`config.mk`:
```
export PLATFORM = sky130hd
export DESIGN_NAME = arp_cache_engine
export DESIGN_NICKNAME = d
export VERILOG_FILES = /design/src/sv/arp_pkg.sv /design/src/sv/arp_cache_engine.sv
export SDC_FILE = /design/constraint.sdc
export NUM_CORES = 2
export LEC_CHECK = 0
export BUFFER_PORTS_ARGS = -buffer_cell sky130_fd_sc_hd__buf_2
export CORE_AREA = 4 4 560 562
export CTS_CLUSTER_DIAMETER = 150
export CTS_CLUSTER_SIZE = 30
export DETAILED_ROUTE_END_ITERATION = 8
export DIE_AREA = 0 0 564 566
export SKIP_CTS_REPAIR_TIMING = 1
export SYNTH_ARGS = -nofsm -noshare
export SYNTH_HDL_FRONTEND = slang
export SYNTH_SLANG_ARGS = --single-unit
```
`constraint.sdc`:
```
create_clock -name clock -period 12.57 [get_ports clock]
set_input_delay 2.514 -clock clock [delete_from_list [all_inputs] [get_ports clock]]
set_output_delay 2.514 -clock clock [all_outputs]
set_load 0.02 [all_outputs]
```
`src/sv/arp_pkg.sv`:
```
// Package for the ARP cache engine: constants, codes and state type.
`timescale 1ns / 1ps
`default_nettype none
package arp_pkg;
   localparam int unsigned CacheEntries = 32;
   localparam logic [9:0] LifetimeReset = 10'd600;
   localparam logic [7:0] IntervalReset = 8'd3;
   localparam logic [10:0] MinFrameBytes = 11'd42;
   localparam logic [15:0] EtherTypeArp = 16'h0806;
   localparam logic [15:0] HwTypeEther = 16'h0001;
   localparam logic [15:0] ProtoTypeIpv4 = 16'h0800;
   localparam logic [7:0] HwLenMac = 8'd6;
   localparam logic [7:0] ProtoLenIpv4 = 8'd4;
   localparam logic [15:0] OpRequest = 16'd1;

   localparam logic [1:0] ActFrame = 2'd0;
   localparam logic [1:0] ActResolve = 2'd1;
   localparam logic [1:0] ActTick = 2'd2;

   localparam logic [1:0] KindReply = 2'd0;
   localparam logic [1:0] KindHit = 2'd1;
   localparam logic [1:0] KindRequest = 2'd2;
   localparam logic [1:0] KindPending = 2'd3;

   localparam logic [1:0] CsrLocalIp = 2'd0;
   localparam logic [1:0] CsrLocalMac = 2'd1;
   localparam logic [1:0] CsrLifetime = 2'd2;
   localparam logic [1:0] CsrInterval = 2'd3;

   typedef enum logic [2:0] {
      ST_IDLE,
      ST_SCAN,
      ST_AGE,
      ST_APPLY,
      ST_READ,
      ST_DONE
   } state_type;
endpackage
`default_nettype wire

```
`src/sv/arp_cache_engine.sv`:
```
// Top level of the ARP cache engine: cache store, scan sequencer and ports.
`timescale 1ns / 1ps
`default_nettype none
// How to use this block.
// Items arrive on the req_ ports and are taken at a clock edge where start is
// high and busy is low. An item is a received ARP frame, a resolve query or a
// tick, chosen by req_action. A result, when the item causes one, appears on
// the rsp_ ports for exactly one cycle with rsp_valid high; the receiver
// cannot stall it, so no result is ever held back.
// Every item that raises busy walks the cache one entry per cycle with a
// single shared compare unit: the walk finds the matching entry, the first
// free entry and the entry with the smallest remaining lifetime at the same
// time, or, for a tick, ages one entry per cycle. A frame or query then
// passes through the apply, read and done states to update the chosen entry
// and read its MAC, keeping busy high until the done state ends; a tick
// drops busy when its walk ends. A reply, request or pending result is
// registered in the apply state, a resolve hit in the done state.
// A dropped frame or an unknown action never raises busy.
// The csr_ channel writes local_ip, local_mac, entry_lifetime and
// probe_interval by index; it is always ready and is meant to be used while
// the block is idle. Reset clears all entries at once through their valid,
// probing and lifetime flip-flops and returns the registers to their reset
// values; no clearing pass is needed.
module arp_cache_engine #(
   parameter int unsigned CACHE_ENTRIES = arp_pkg::CacheEntries
) (
   input  wire logic        clock,
   input  wire logic        reset,
   input  wire logic        start,
   output logic             busy,
   input  wire logic [1:0]  req_action,
   input  wire logic [10:0] req_frame_length,
   input  wire logic [15:0] req_ether_type,
   input  wire logic [15:0] req_hw_type,
   input  wire logic [15:0] req_proto_type,
   input  wire logic [7:0]  req_hw_len,
   input  wire logic [7:0]  req_proto_len,
   input  wire logic [15:0] req_opcode,
   input  wire logic [47:0] req_sender_mac,
   input  wire logic [31:0] req_sender_ip,
   input  wire logic [31:0] req_target_ip,
   output logic             rsp_valid,
   output logic [1:0]       rsp_kind,
   output logic [47:0]      rsp_mac,
   output logic [31:0]      rsp_ip,
   input  wire logic        csr_valid,
   output logic             csr_ready,
   input  wire logic [1:0]  csr_index,
   input  wire logic [47:0] csr_wdata
);
   import arp_pkg::*;

   localparam int unsigned IdxW = (CACHE_ENTRIES > 1) ? $clog2(CACHE_ENTRIES) : 1;
   localparam int unsigned CntW = $clog2(CACHE_ENTRIES + 1);
   localparam logic [CntW-1:0] LastCnt = CntW'(CACHE_ENTRIES - 1);

   // Configuration registers.
   logic [31:0] local_ip_ff;
   logic [47:0] local_mac_ff;
   logic [9:0]  lifetime_ff;
   logic [7:0]  interval_ff;

   // Cache store: per-entry flip-flops are read at the scan index, valid and probing also at the match index.
   logic [31:0] ent_ip_ff  [CACHE_ENTRIES];
   logic [9:0]  ent_ttl_ff [CACHE_ENTRIES];
   logic [CACHE_ENTRIES-1:0] ent_valid_ff;
   logic [CACHE_ENTRIES-1:0] ent_probe_ff;
   logic [47:0] ent_mac_mem [CACHE_ENTRIES];
   logic [47:0] mac_rd_ff;

   // Sequencer state and item capture.
   state_type   state_ff, state_in;
   logic [CntW-1:0] cnt_ff, cnt_in;
   logic [1:0]  act_ff;
   logic [31:0] key_ff;
   logic [47:0] smac_ff;
   logic        reply_ff;
   logic        hit_ff, hit_in;
   logic [IdxW-1:0] hit_idx_ff, hit_idx_in;
   logic        free_ff, free_in;
   logic [IdxW-1:0] free_idx_ff, free_idx_in;
   logic [IdxW-1:0] min_idx_ff, min_idx_in;
   logic [9:0]  min_ttl_ff, min_ttl_in;
   logic [IdxW-1:0] sel_ff;
   logic        hit_pend_ff;
   logic        rsp_valid_ff;
   logic [1:0]  rsp_kind_ff;
   logic [47:0] rsp_mac_ff;
   logic [31:0] rsp_ip_ff;

   logic [IdxW-1:0] scan_idx;
   logic        frame_ok;
   logic        live;
   logic        apply_en;
   logic        sel_valid;
   logic        sel_probe;

   assign scan_idx = cnt_ff[IdxW-1:0];
   assign live     = ent_valid_ff[scan_idx] | ent_probe_ff[scan_idx];
   assign frame_ok = (req_frame_length >= MinFrameBytes) && (req_ether_type == EtherTypeArp)
                     && (req_hw_type == HwTypeEther) && (req_proto_type == ProtoTypeIpv4)
                     && (req_hw_len == HwLenMac) && (req_proto_len == ProtoLenIpv4);
   assign sel_valid = ent_valid_ff[hit_idx_ff];
   assign sel_probe = ent_probe_ff[hit_idx_ff];

   assign busy      = (state_ff != ST_IDLE);
   assign csr_ready = 1'b1;
   assign rsp_valid = rsp_valid_ff;
   assign rsp_kind  = rsp_kind_ff;
   assign rsp_mac   = rsp_mac_ff;
   assign rsp_ip    = rsp_ip_ff;

   // Next state and the scan's shared compare unit.
   always_comb begin
      state_in    = state_ff;
      cnt_in      = cnt_ff;
      hit_in      = hit_ff;
      hit_idx_in  = hit_idx_ff;
      free_in     = free_ff;
      free_idx_in = free_idx_ff;
      min_idx_in  = min_idx_ff;
      min_ttl_in  = min_ttl_ff;
      apply_en    = 1'b0;
      unique case (state_ff)
         ST_IDLE: begin
            cnt_in  = '0;
            hit_in  = 1'b0;
            free_in = 1'b0;
            min_idx_in = '0;
            min_ttl_in = '1;
            if (start) begin
               if (req_action == ActTick) begin
                  state_in = ST_AGE;
               end else if ((req_action == ActFrame && frame_ok) || req_action == ActResolve) begin
                  state_in = ST_SCAN;
               end
            end
         end
         ST_SCAN: begin
            if (!hit_ff && live && ent_ip_ff[scan_idx] == key_ff) begin
               hit_in     = 1'b1;
               hit_idx_in = scan_idx;
            end
            if (!free_ff && !live) begin
               free_in     = 1'b1;
               free_idx_in = scan_idx;
            end
            if (cnt_ff == '0 || ent_ttl_ff[scan_idx] < min_ttl_ff) begin
               min_ttl_in = ent_ttl_ff[scan_idx];
               min_idx_in = scan_idx;
            end
            cnt_in = cnt_ff + 1'b1;
            if (cnt_ff == LastCnt) begin
               state_in = ST_APPLY;
            end
         end
         ST_AGE: begin
            cnt_in = cnt_ff + 1'b1;
            if (cnt_ff == LastCnt) begin
               state_in = ST_IDLE;
            end
         end
         ST_APPLY: begin
            apply_en = 1'b1;
            state_in = ST_READ;
         end
         ST_READ: begin
            state_in = ST_DONE;
         end
         ST_DONE: begin
            state_in = ST_IDLE;
         end
         default: begin
            state_in = ST_IDLE;
         end
      endcase
   end

   always_ff @(posedge clock) begin
      if (reset) begin
         state_ff     <= ST_IDLE;
         local_ip_ff  <= '0;
         local_mac_ff <= '0;
         lifetime_ff  <= LifetimeReset;
         interval_ff  <= IntervalReset;
         ent_valid_ff <= '0;
         ent_probe_ff <= '0;
         rsp_valid_ff <= 1'b0;
         for (int i = 0; i < CACHE_ENTRIES; i++) begin
            ent_ip_ff[i]  <= '0;
            ent_ttl_ff[i] <= '0;
         end
      end else begin
         state_ff     <= state_in;
         rsp_valid_ff <= 1'b0;
         if (csr_valid) begin
            unique case (csr_index)
               CsrLocalIp:  local_ip_ff  <= csr_wdata[31:0];
               CsrLocalMac: local_mac_ff <= csr_wdata;
               CsrLifetime: lifetime_ff  <= csr_wdata[9:0];
               CsrInterval: interval_ff  <= csr_wdata[7:0];
               default: ;
            endcase
         end
         if (state_ff == ST_AGE && live) begin
            if (ent_ttl_ff[scan_idx] <= 10'd1) begin
               ent_ttl_ff[scan_idx]   <= '0;
               ent_valid_ff[scan_idx] <= 1'b0;
               ent_probe_ff[scan_idx] <= 1'b0;
            end else begin
               ent_ttl_ff[scan_idx] <= ent_ttl_ff[scan_idx] - 10'd1;
            end
         end
         if (apply_en) begin
            if (act_ff == ActFrame) begin
               ent_ip_ff[sel_in_idx()]    <= key_ff;
               ent_valid_ff[sel_in_idx()] <= 1'b1;
               ent_probe_ff[sel_in_idx()] <= 1'b0;
               ent_ttl_ff[sel_in_idx()]   <= lifetime_ff;
               if (reply_ff) begin
                  rsp_valid_ff <= 1'b1;
                  rsp_kind_ff  <= KindReply;
                  rsp_mac_ff   <= smac_ff;
                  rsp_ip_ff    <= key_ff;
               end
            end else if (!hit_ff) begin
               ent_ip_ff[sel_in_idx()]    <= key_ff;
               ent_valid_ff[sel_in_idx()] <= 1'b0;
               ent_probe_ff[sel_in_idx()] <= 1'b1;
               ent_ttl_ff[sel_in_idx()]   <= {2'b00, interval_ff};
               rsp_valid_ff <= 1'b1;
               rsp_kind_ff  <= KindRequest;
               rsp_mac_ff   <= '0;
               rsp_ip_ff    <= key_ff;
            end else if (!sel_valid && sel_probe) begin
               rsp_valid_ff <= 1'b1;
               rsp_kind_ff  <= KindPending;
               rsp_mac_ff   <= '0;
               rsp_ip_ff    <= key_ff;
            end
         end
         if (state_ff == ST_DONE && hit_pend_ff) begin
            rsp_valid_ff <= 1'b1;
            rsp_kind_ff  <= KindHit;
            rsp_mac_ff   <= mac_rd_ff;
            rsp_ip_ff    <= key_ff;
         end
      end
   end

   // Entry chosen for the update: the match, else the first free entry, else
   // the one with the least lifetime left.
   function automatic logic [IdxW-1:0] sel_in_idx();
      logic [IdxW-1:0] r;
      r = hit_ff ? hit_idx_ff : (free_ff ? free_idx_ff : min_idx_ff);
      return r;
   endfunction

   // Datapath registers without reset, and the MAC memory.
   always_ff @(posedge clock) begin
      cnt_ff      <= cnt_in;
      hit_ff      <= hit_in;
      hit_idx_ff  <= hit_idx_in;
      free_ff     <= free_in;
      free_idx_ff <= free_idx_in;
      min_idx_ff  <= min_idx_in;
      min_ttl_ff  <= min_ttl_in;
      if (state_ff == ST_IDLE && start) begin
         act_ff   <= req_action;
         key_ff   <= (req_action == ActFrame) ? req_sender_ip : req_target_ip;
         smac_ff  <= req_sender_mac;
         reply_ff <= (req_opcode == OpRequest) && (req_target_ip == local_ip_ff);
      end
      if (apply_en) begin
         sel_ff <= sel_in_idx();
         if (act_ff == ActFrame) begin
            ent_mac_mem[sel_in_idx()] <= smac_ff;
         end
      end
      mac_rd_ff <= ent_mac_mem[sel_ff];
   end

   // A resolve hit on a valid entry is reported only from the done state.
   always_ff @(posedge clock) begin
      if (reset) begin
         hit_pend_ff <= 1'b0;
      end else if (apply_en) begin
         hit_pend_ff <= (act_ff == ActResolve) && hit_ff && sel_valid;
      end else if (state_ff == ST_DONE) begin
         hit_pend_ff <= 1'b0;
      end
   end

`ifndef ASSERT_OFF
   a_done_hit: assert property (@(posedge clock) disable iff (reset)
      hit_pend_ff |-> (state_ff == ST_READ || state_ff == ST_DONE))
      else $error("pending hit outside the read and done states");
   a_one_rsp: assert property (@(posedge clock) disable iff (reset)
      rsp_valid |=> !rsp_valid)
      else $error("two results in consecutive cycles");
   a_busy_start: assert property (@(posedge clock) disable iff (reset)
      (state_ff == ST_SCAN) |-> busy)
      else $error("scan while not busy");
`endif
endmodule
`default_nettype wire

```
**After elaboration in Yosys (flattened, before gate mapping)**

Memory sizes are Yosys's and may differ from the RTL's. A register that Yosys moved wholly into a read port is not among the register bits.
Cells that the tools add are included.
Widths: inputs -> output; s select.

- Logic and storage cells: 227
- Output and inout bits: 85
- Bits of input ports: 259
- Bits in registers: 322
- Memories: 3
- Bits in writable memories: 2880

- Equality and inequality tests: 28
- Bitwise logic cells: 13
- Mux-type cells: 102
- Magnitude comparators: 8
- Reduce and logical (&&, ||, !) cells: 48
- Add/sub/neg operators: 2

Memory list:

| memory | words | bits a word | rd ports | clocked after Yosys merged registers in | write ports | RTL line | text |
|---|---|---|---|---|---|---|---|
| ent_mac_mem | 32 | 48 | 1 | 1 | 1 | arp_cache_engine.sv:68 | `logic [47:0] ent_mac_mem [CACHE_ENTRIES];` |
| ent_ip_ff | 32 | 32 | 1 | 1 | 32 | arp_cache_engine.sv:64 | `logic [31:0] ent_ip_ff [CACHE_ENTRIES];` |
| ent_ttl_ff | 32 | 10 | 1 | 1 | 32 | arp_cache_engine.sv:65 | `logic [9:0] ent_ttl_ff [CACHE_ENTRIES];` |

Operators with widths:

| kind | number |
|---|---|
| $mux 32 | 21 |
| $mux 48 | 6 |
| $and 32x32->32 | 4 |
| $eq 32x32->1 | 2 |
| $not 32->32 | 2 |
| $or 32x32->32 | 2 |
| $mux 10 | 5 |
| $mux 1 | 40 |
| $mux 5 | 8 |
| $eq 16x1->1 const B | 2 |
| $eq 16x12->1 const B | 2 |
| $reduce_or 32->1 | 1 |
| $bmux 1 s5 | 4 |
| $pmux 10 s2 | 1 |
| $reduce_or 10->1 | 2 |
| $logic_and 1x1->1 | 18 |
| $lt 5x6->1 const B | 3 |
| $eq 8x3->1 const B | 2 |
| $reduce_and 2->1 | 8 |
| $mux 3 | 5 |
| $pmux 3 s5 | 1 |
| $ne 2x2->1 const B | 6 |
| $pmux 6 s2 | 1 |
| $ge 11x6->1 const B | 1 |
| other kinds (29) | 54 |

**Depth between registers and ports, before layout**

- Word-level depth: 13
- Depth in mapped cells: 19
- Gate-level depth less buffers: 15

**Least setup slack after synthesis**

Ideal clock, no wire load.

- Kind: input -> register
- From: input reset
- To: register rsp_ip_ff[0], in the netlist rsp_ip[0], enable pin
- Stages on the path: 4
- Setup slack: 4.921 ns
- Buffers on the path: 3
- Data arrival time: 7.100 ns
- Setup time: 0.549 ns
- Cells stage by stage: clkbuf_1 > buf_1 > clkbuf_1 > a21oi_1

- Cells in the longest elaborated chain, start to end: 2

Ends and longest elaborated chain:

| item | RTL line | text |
|---|---|---|
| start, declared | arp_cache_engine.sv:28 | `input wire logic reset,` |
| $not 1->1 (no source line) | n/a |  |
| $reduce_and 4->1 (no source line) | n/a |  |
| end signal, assigned | arp_cache_engine.sv:224 | `rsp_ip_ff <= key_ff;` |
| end signal, assigned | arp_cache_engine.sv:234 | `rsp_ip_ff <= key_ff;` |
| end signal, assigned | arp_cache_engine.sv:239 | `rsp_ip_ff <= key_ff;` |
| end, declared | arp_cache_engine.sv:89 | `logic [31:0] rsp_ip_ff;` |

No other way between the ends.
A chain may end at the register's enable or synchronous reset.

==> run summary <==
TritonCTS built the clock tree. For the pin with the worst max-slew slack, the measured transition is 1310 ps. The most common cell type on the critical path was sky130_fd_sc_hd__a21o_1.

The buffer and inverter count on the worst path came out at 4. Counting flops and latches in the post-synthesis netlist gives 3255. The clock reaches the later pin of the worst-skew pair after 960 ps. The first-iteration detailed-routing DRC count is 9233.

The final setup TNS is 0 ps. Summed over all cells, the static leakage comes to 47.3 nW. Across the run, the number of max-cap violations was 0. For the total clock sinks, the log shows 3255.

Synthesized net count: 8078. The worst setup path is launched from a flop. The share of the yosys chip area belonging to registers was 70.9%. Setup violations remaining at the end of the flow were counted as 0. The maximum buffer depth of the clock tree is 4, and the summed instance area of the synthesized netlist is 135000 um^2.

The routed layout has 72400 vias. After detailed routing, the number of remaining DRC violations is 0. The total die area was 319000 um^2. For this run the aggregate overflow at the end of global routing stands at 0. The floorplan step set the die height to 566 um. The delay of the slowest cell on the worst path was 780 ps; the hold path depth was 0.

The number of hold violations in the final report came out at 0. In the final layout, the multi-input gates occupy 37000 um^2. CTS built an H-tree with a depth of 3.

Entering global routing, the biggest net connects 147 pins. Fraction of the cycle the final worst path needs: 51.2%. The total number of cells along the worst setup path was 17. For flop-to-flop paths, the worst setup slack is 6140 ps. The post-detailed-route via-to-cell ratio was 5.97; the number of buffers created by CTS was 122. At the end of the flow, the number of nets in the layout was 8163. Setup repair after global routing left no endpoint under its margin. The run finished with clean final reports. Power spread over the standard cell area amounts to 153 nW/um^2. The layout cell share with drive strength beyond 1 works out to 21.7%. STA puts the critical path data required time at 13190 ps.

For the final database, setup skew stands at 101 ps. The tools report the cell at the root of the clock tree as sky130_fd_sc_hd__clkbuf_16. Most common cell after layout, fill and taps aside: sky130_fd_sc_hd__edfxtp_1.

The highest clock frequency the design can meet came out at 155 MHz. For the detailed placer's ending HPWL, the log shows 223 mm. After detailed routing, the average wire length per cell comes to 32.4 um.

The post-CTS clock slew at the launch and capture registers of the worst setup and hold paths works out to 130 ps. The most used flip-flop cell after synthesis is sky130_fd_sc_hd__edfxtp_1. The run gives 393 mm as the sum of routed wire length over all layers. The critical path ends at min_ttl_ff[3]$_SDFFCE_PN1P_. The floorplan step defined a core boundary enclosing 308000 um^2. For the first-pass iteration count of the detailed router, the log shows 5. Yosys mapped the design onto 77 distinct sky130hd cell types.

The count of buffers added on input and output ports is 325. Least setup slack across all paths after layout: 6140 ps. Yosys printed 0 warnings.

Counting flops with an async set or reset pin after synthesis yields a share of 0%. Routability-driven placement finished with a final weighted congestion of 0.881. STA classifies the critical path endpoint as a flop. The synthesized area per cell works out to 17.4 um^2. Path class of the lowest-slack min-delay path: reg -> reg. The number of antenna violations at the first check in global routing was 33; the relative slew slack was 11.8%. Yosys mapped a number of flops with a built-in enable equal to 3083. The logs give 6020 ps for the worst slack at placement and 96000 um^2 for the area taken by flip-flops and latches. 344 I/O pins were placed. The tools report the largest voltage drop on the vdd net as 158 uV. The worst setup path is of the reg -> reg kind.

Among all stages on the critical path, the largest delay is contributed by sky130_fd_sc_hd__buf_4. The data arrival at the endpoint of the critical path is 7060 ps, and the final critical path time including I/O delays and setup is 6430 ps. Measured along the x axis, the die boundary spans 564 um. Broken down by cell family, the worst path's largest delay share belongs to compound AO/OA/AOI/OAI gates.

In the layout the commonest cells are sky130_fd_sc_hd__edfxtp_1, sky130_fd_sc_hd__and2_1, sky130_fd_sc_hd__mux4_2, sky130_fd_sc_hd__nand2_1, sky130_fd_sc_hd__nor2_1. After filler insertion, the fill cell instance count of the layout stands at 26100. Counting cells, the worst reg-to-reg path comes to 17. The number of placement rows is 204. The layout overhead on the synthesized area works out to 7.49%.

Along the worst path, the maximum fanout reaches 42. In the synthesized netlist, the number of instances is 7804. The run gives 0 as the number of pins exceeding their max-slew limit in the final report. The effective utilization at floorplan came out at 43.9%.

Across every metal layer, demand over resource in global routing totals 24.2%. The logs give 72400 for the number of global-route vias before repair and 0 for the post-route antenna net violation count. The first global-routing pass estimated 551 mm of wire. The critical path goes through buf_4 > buf_4 > mux4_2 > mux4_2 > mux2i_1 > inv_1 > ha_1 > a21o_1 > a21o_1 > a21o_1 > a21o_1 > a21o_1 > a21o_1 > a21oi_1 > o31ai_1 > a311oi_2 > buf_4.

In this run the critical register-to-register path is captured at min_ttl_ff[3]$_SDFFCE_PN1P_.
[state kept, by name (all words and copies together), names as in the netlist, 3 cells and up, named ones only]
register      cells
lifetime_ff      10
min_ttl_ff       10
local_ip_ff      32
sel_ff            5
hit_idx_ff        5
ent_ip_ff      1024
smac_ff          48
free_idx_ff       5
rsp_mac          48
interval_ff       8
key_ff           32
ent_valid_ff     32
ent_probe_ff     32
min_idx_ff        5
state_ff          3
cnt_ff            6
mac_rd_ff        48
ent_mac_mem    1536
ent_ttl_ff      320
rsp_ip           32
[synth_stat cells (27+ instances only)]
cell type                  number  area share, %
sky130_fd_sc_hd__buf_1         49           0.14
sky130_fd_sc_hd__nor2_1       436            1.2
sky130_fd_sc_hd__nor3_1        38           0.14
sky130_fd_sc_hd__clkbuf_1     424            1.2
sky130_fd_sc_hd__edfxtp_1    3083             68
sky130_fd_sc_hd__buf_4         33           0.18
sky130_fd_sc_hd__or3_1         27           0.12
sky130_fd_sc_hd__inv_1         68           0.19
sky130_fd_sc_hd__nand2_1      417            1.2
sky130_fd_sc_hd__dfxtp_1      172            2.5
sky130_fd_sc_hd__a22oi_1       67           0.37
sky130_fd_sc_hd__and3_1        52           0.24
sky130_fd_sc_hd__nand4_1       46           0.21
sky130_fd_sc_hd__o31ai_1       34           0.19
sky130_fd_sc_hd__mux4_2       788             13
sky130_fd_sc_hd__nor2b_1       27           0.12
sky130_fd_sc_hd__xor2_1        47           0.30
sky130_fd_sc_hd__nand3_1       96           0.35
sky130_fd_sc_hd__mux2i_1      176            1.3
sky130_fd_sc_hd__nand2b_1      45           0.21
sky130_fd_sc_hd__mux2_2        88           0.73
sky130_fd_sc_hd__and2_1      1003            4.6
sky130_fd_sc_hd__buf_2         70           0.26
sky130_fd_sc_hd__nor4_1        33           0.15
sky130_fd_sc_hd__o21ai_0       75           0.28
sky130_fd_sc_hd__a21oi_1      117           0.43
sky130_fd_sc_hd__or2_2         43           0.20
[routing by layer]
layer  part of all wire (%)  global-route usage, %  up-vias  wire (um)
li1                       -                      -    30100          -
met1                     38                   31.7    38700     148000
met2                     51                   41.3     3093     199000
met3                    7.2                   2.84      503      28400
met4                    4.5                   9.60        2      17700
met5                 0.0033                      0        -         13
[cell type report]
class                      instances  share of cell area [%]
clock inverter                     5                  0.0404
multi-input combinational       3875                    25.4
antenna                           13                  0.0223
inverter                          70                   0.180
clock buffer                     218                    2.36
tap                             4120                    3.54
timing repair buffer             565                    2.45
sequential                      3255                    66.0
[stage by stage]
stage	instances	instance area, um^2	total power, mW	hold slack (ps)	utilization (%)
2_1_floorplan	7804	135000	15.7	424	-
6_report	12100	146000	22.3	463	47.2
3_3_place_gp	11900	142000	17.3	441	46.1
3_5_place_dp	11900	142000	17.4	436	46.1
4_1_cts	12100	146000	22.4	463	47.2
5_1_grt	12100	146000	23.0	488	47.2
[worst min-delay path by stage]
| stage | from | endpoint | slack, ps |
|---|---|---|---|
| 5_1_grt | lifetime_ff[1]$_SDFFE_PP0P_ | lifetime_ff[1]$_SDFFE_PP0P_ | 490 |
| 6_report | key_ff[16]$_DFFE_PP_ | rsp_ip[16]$_DFFE_PP_ | 460 |
| 4_1_cts | key_ff[16]$_DFFE_PP_ | rsp_ip[16]$_DFFE_PP_ | 460 |
| 3_3_place_gp | key_ff[16]$_DFFE_PP_ | rsp_ip[16]$_DFFE_PP_ | 440 |
| 3_5_place_dp | key_ff[16]$_DFFE_PP_ | rsp_ip[16]$_DFFE_PP_ | 440 |
| 2_1_floorplan | key_ff[5]$_DFFE_PP_ | rsp_ip[5]$_DFFE_PP_ | 420 |
[cells by family (layout without fill, tap and decap cells)]
| kind of cell | count (synthesis) | count (layout) | synth area share (%) |
|---|---|---|---|
| xor gates and xnor gates | 71 | 71 | 0.459 |
| AOI/OAI and AO/OA | 435 | 435 | 2.14 |
| and+or+nand+nor | 2298 | 2298 | 8.97 |
| DFF | 3255 | 3255 | 70.9 |
| other | 1 | 14 | 0.00277 |
| adders and majority gates | 15 | 15 | 0.139 |
| buffers and inverters | 674 | 858 | 2.21 |
| muxes | 1055 | 1055 | 15.2 |
[power breakdown]
part           internal (mW)  switching, mW
combinational           1.43           2.76
clock                   1.89           3.23
sequential              12.5          0.477
total                   15.8           6.47
No activity file was read; power rests on OpenSTA's default activity.
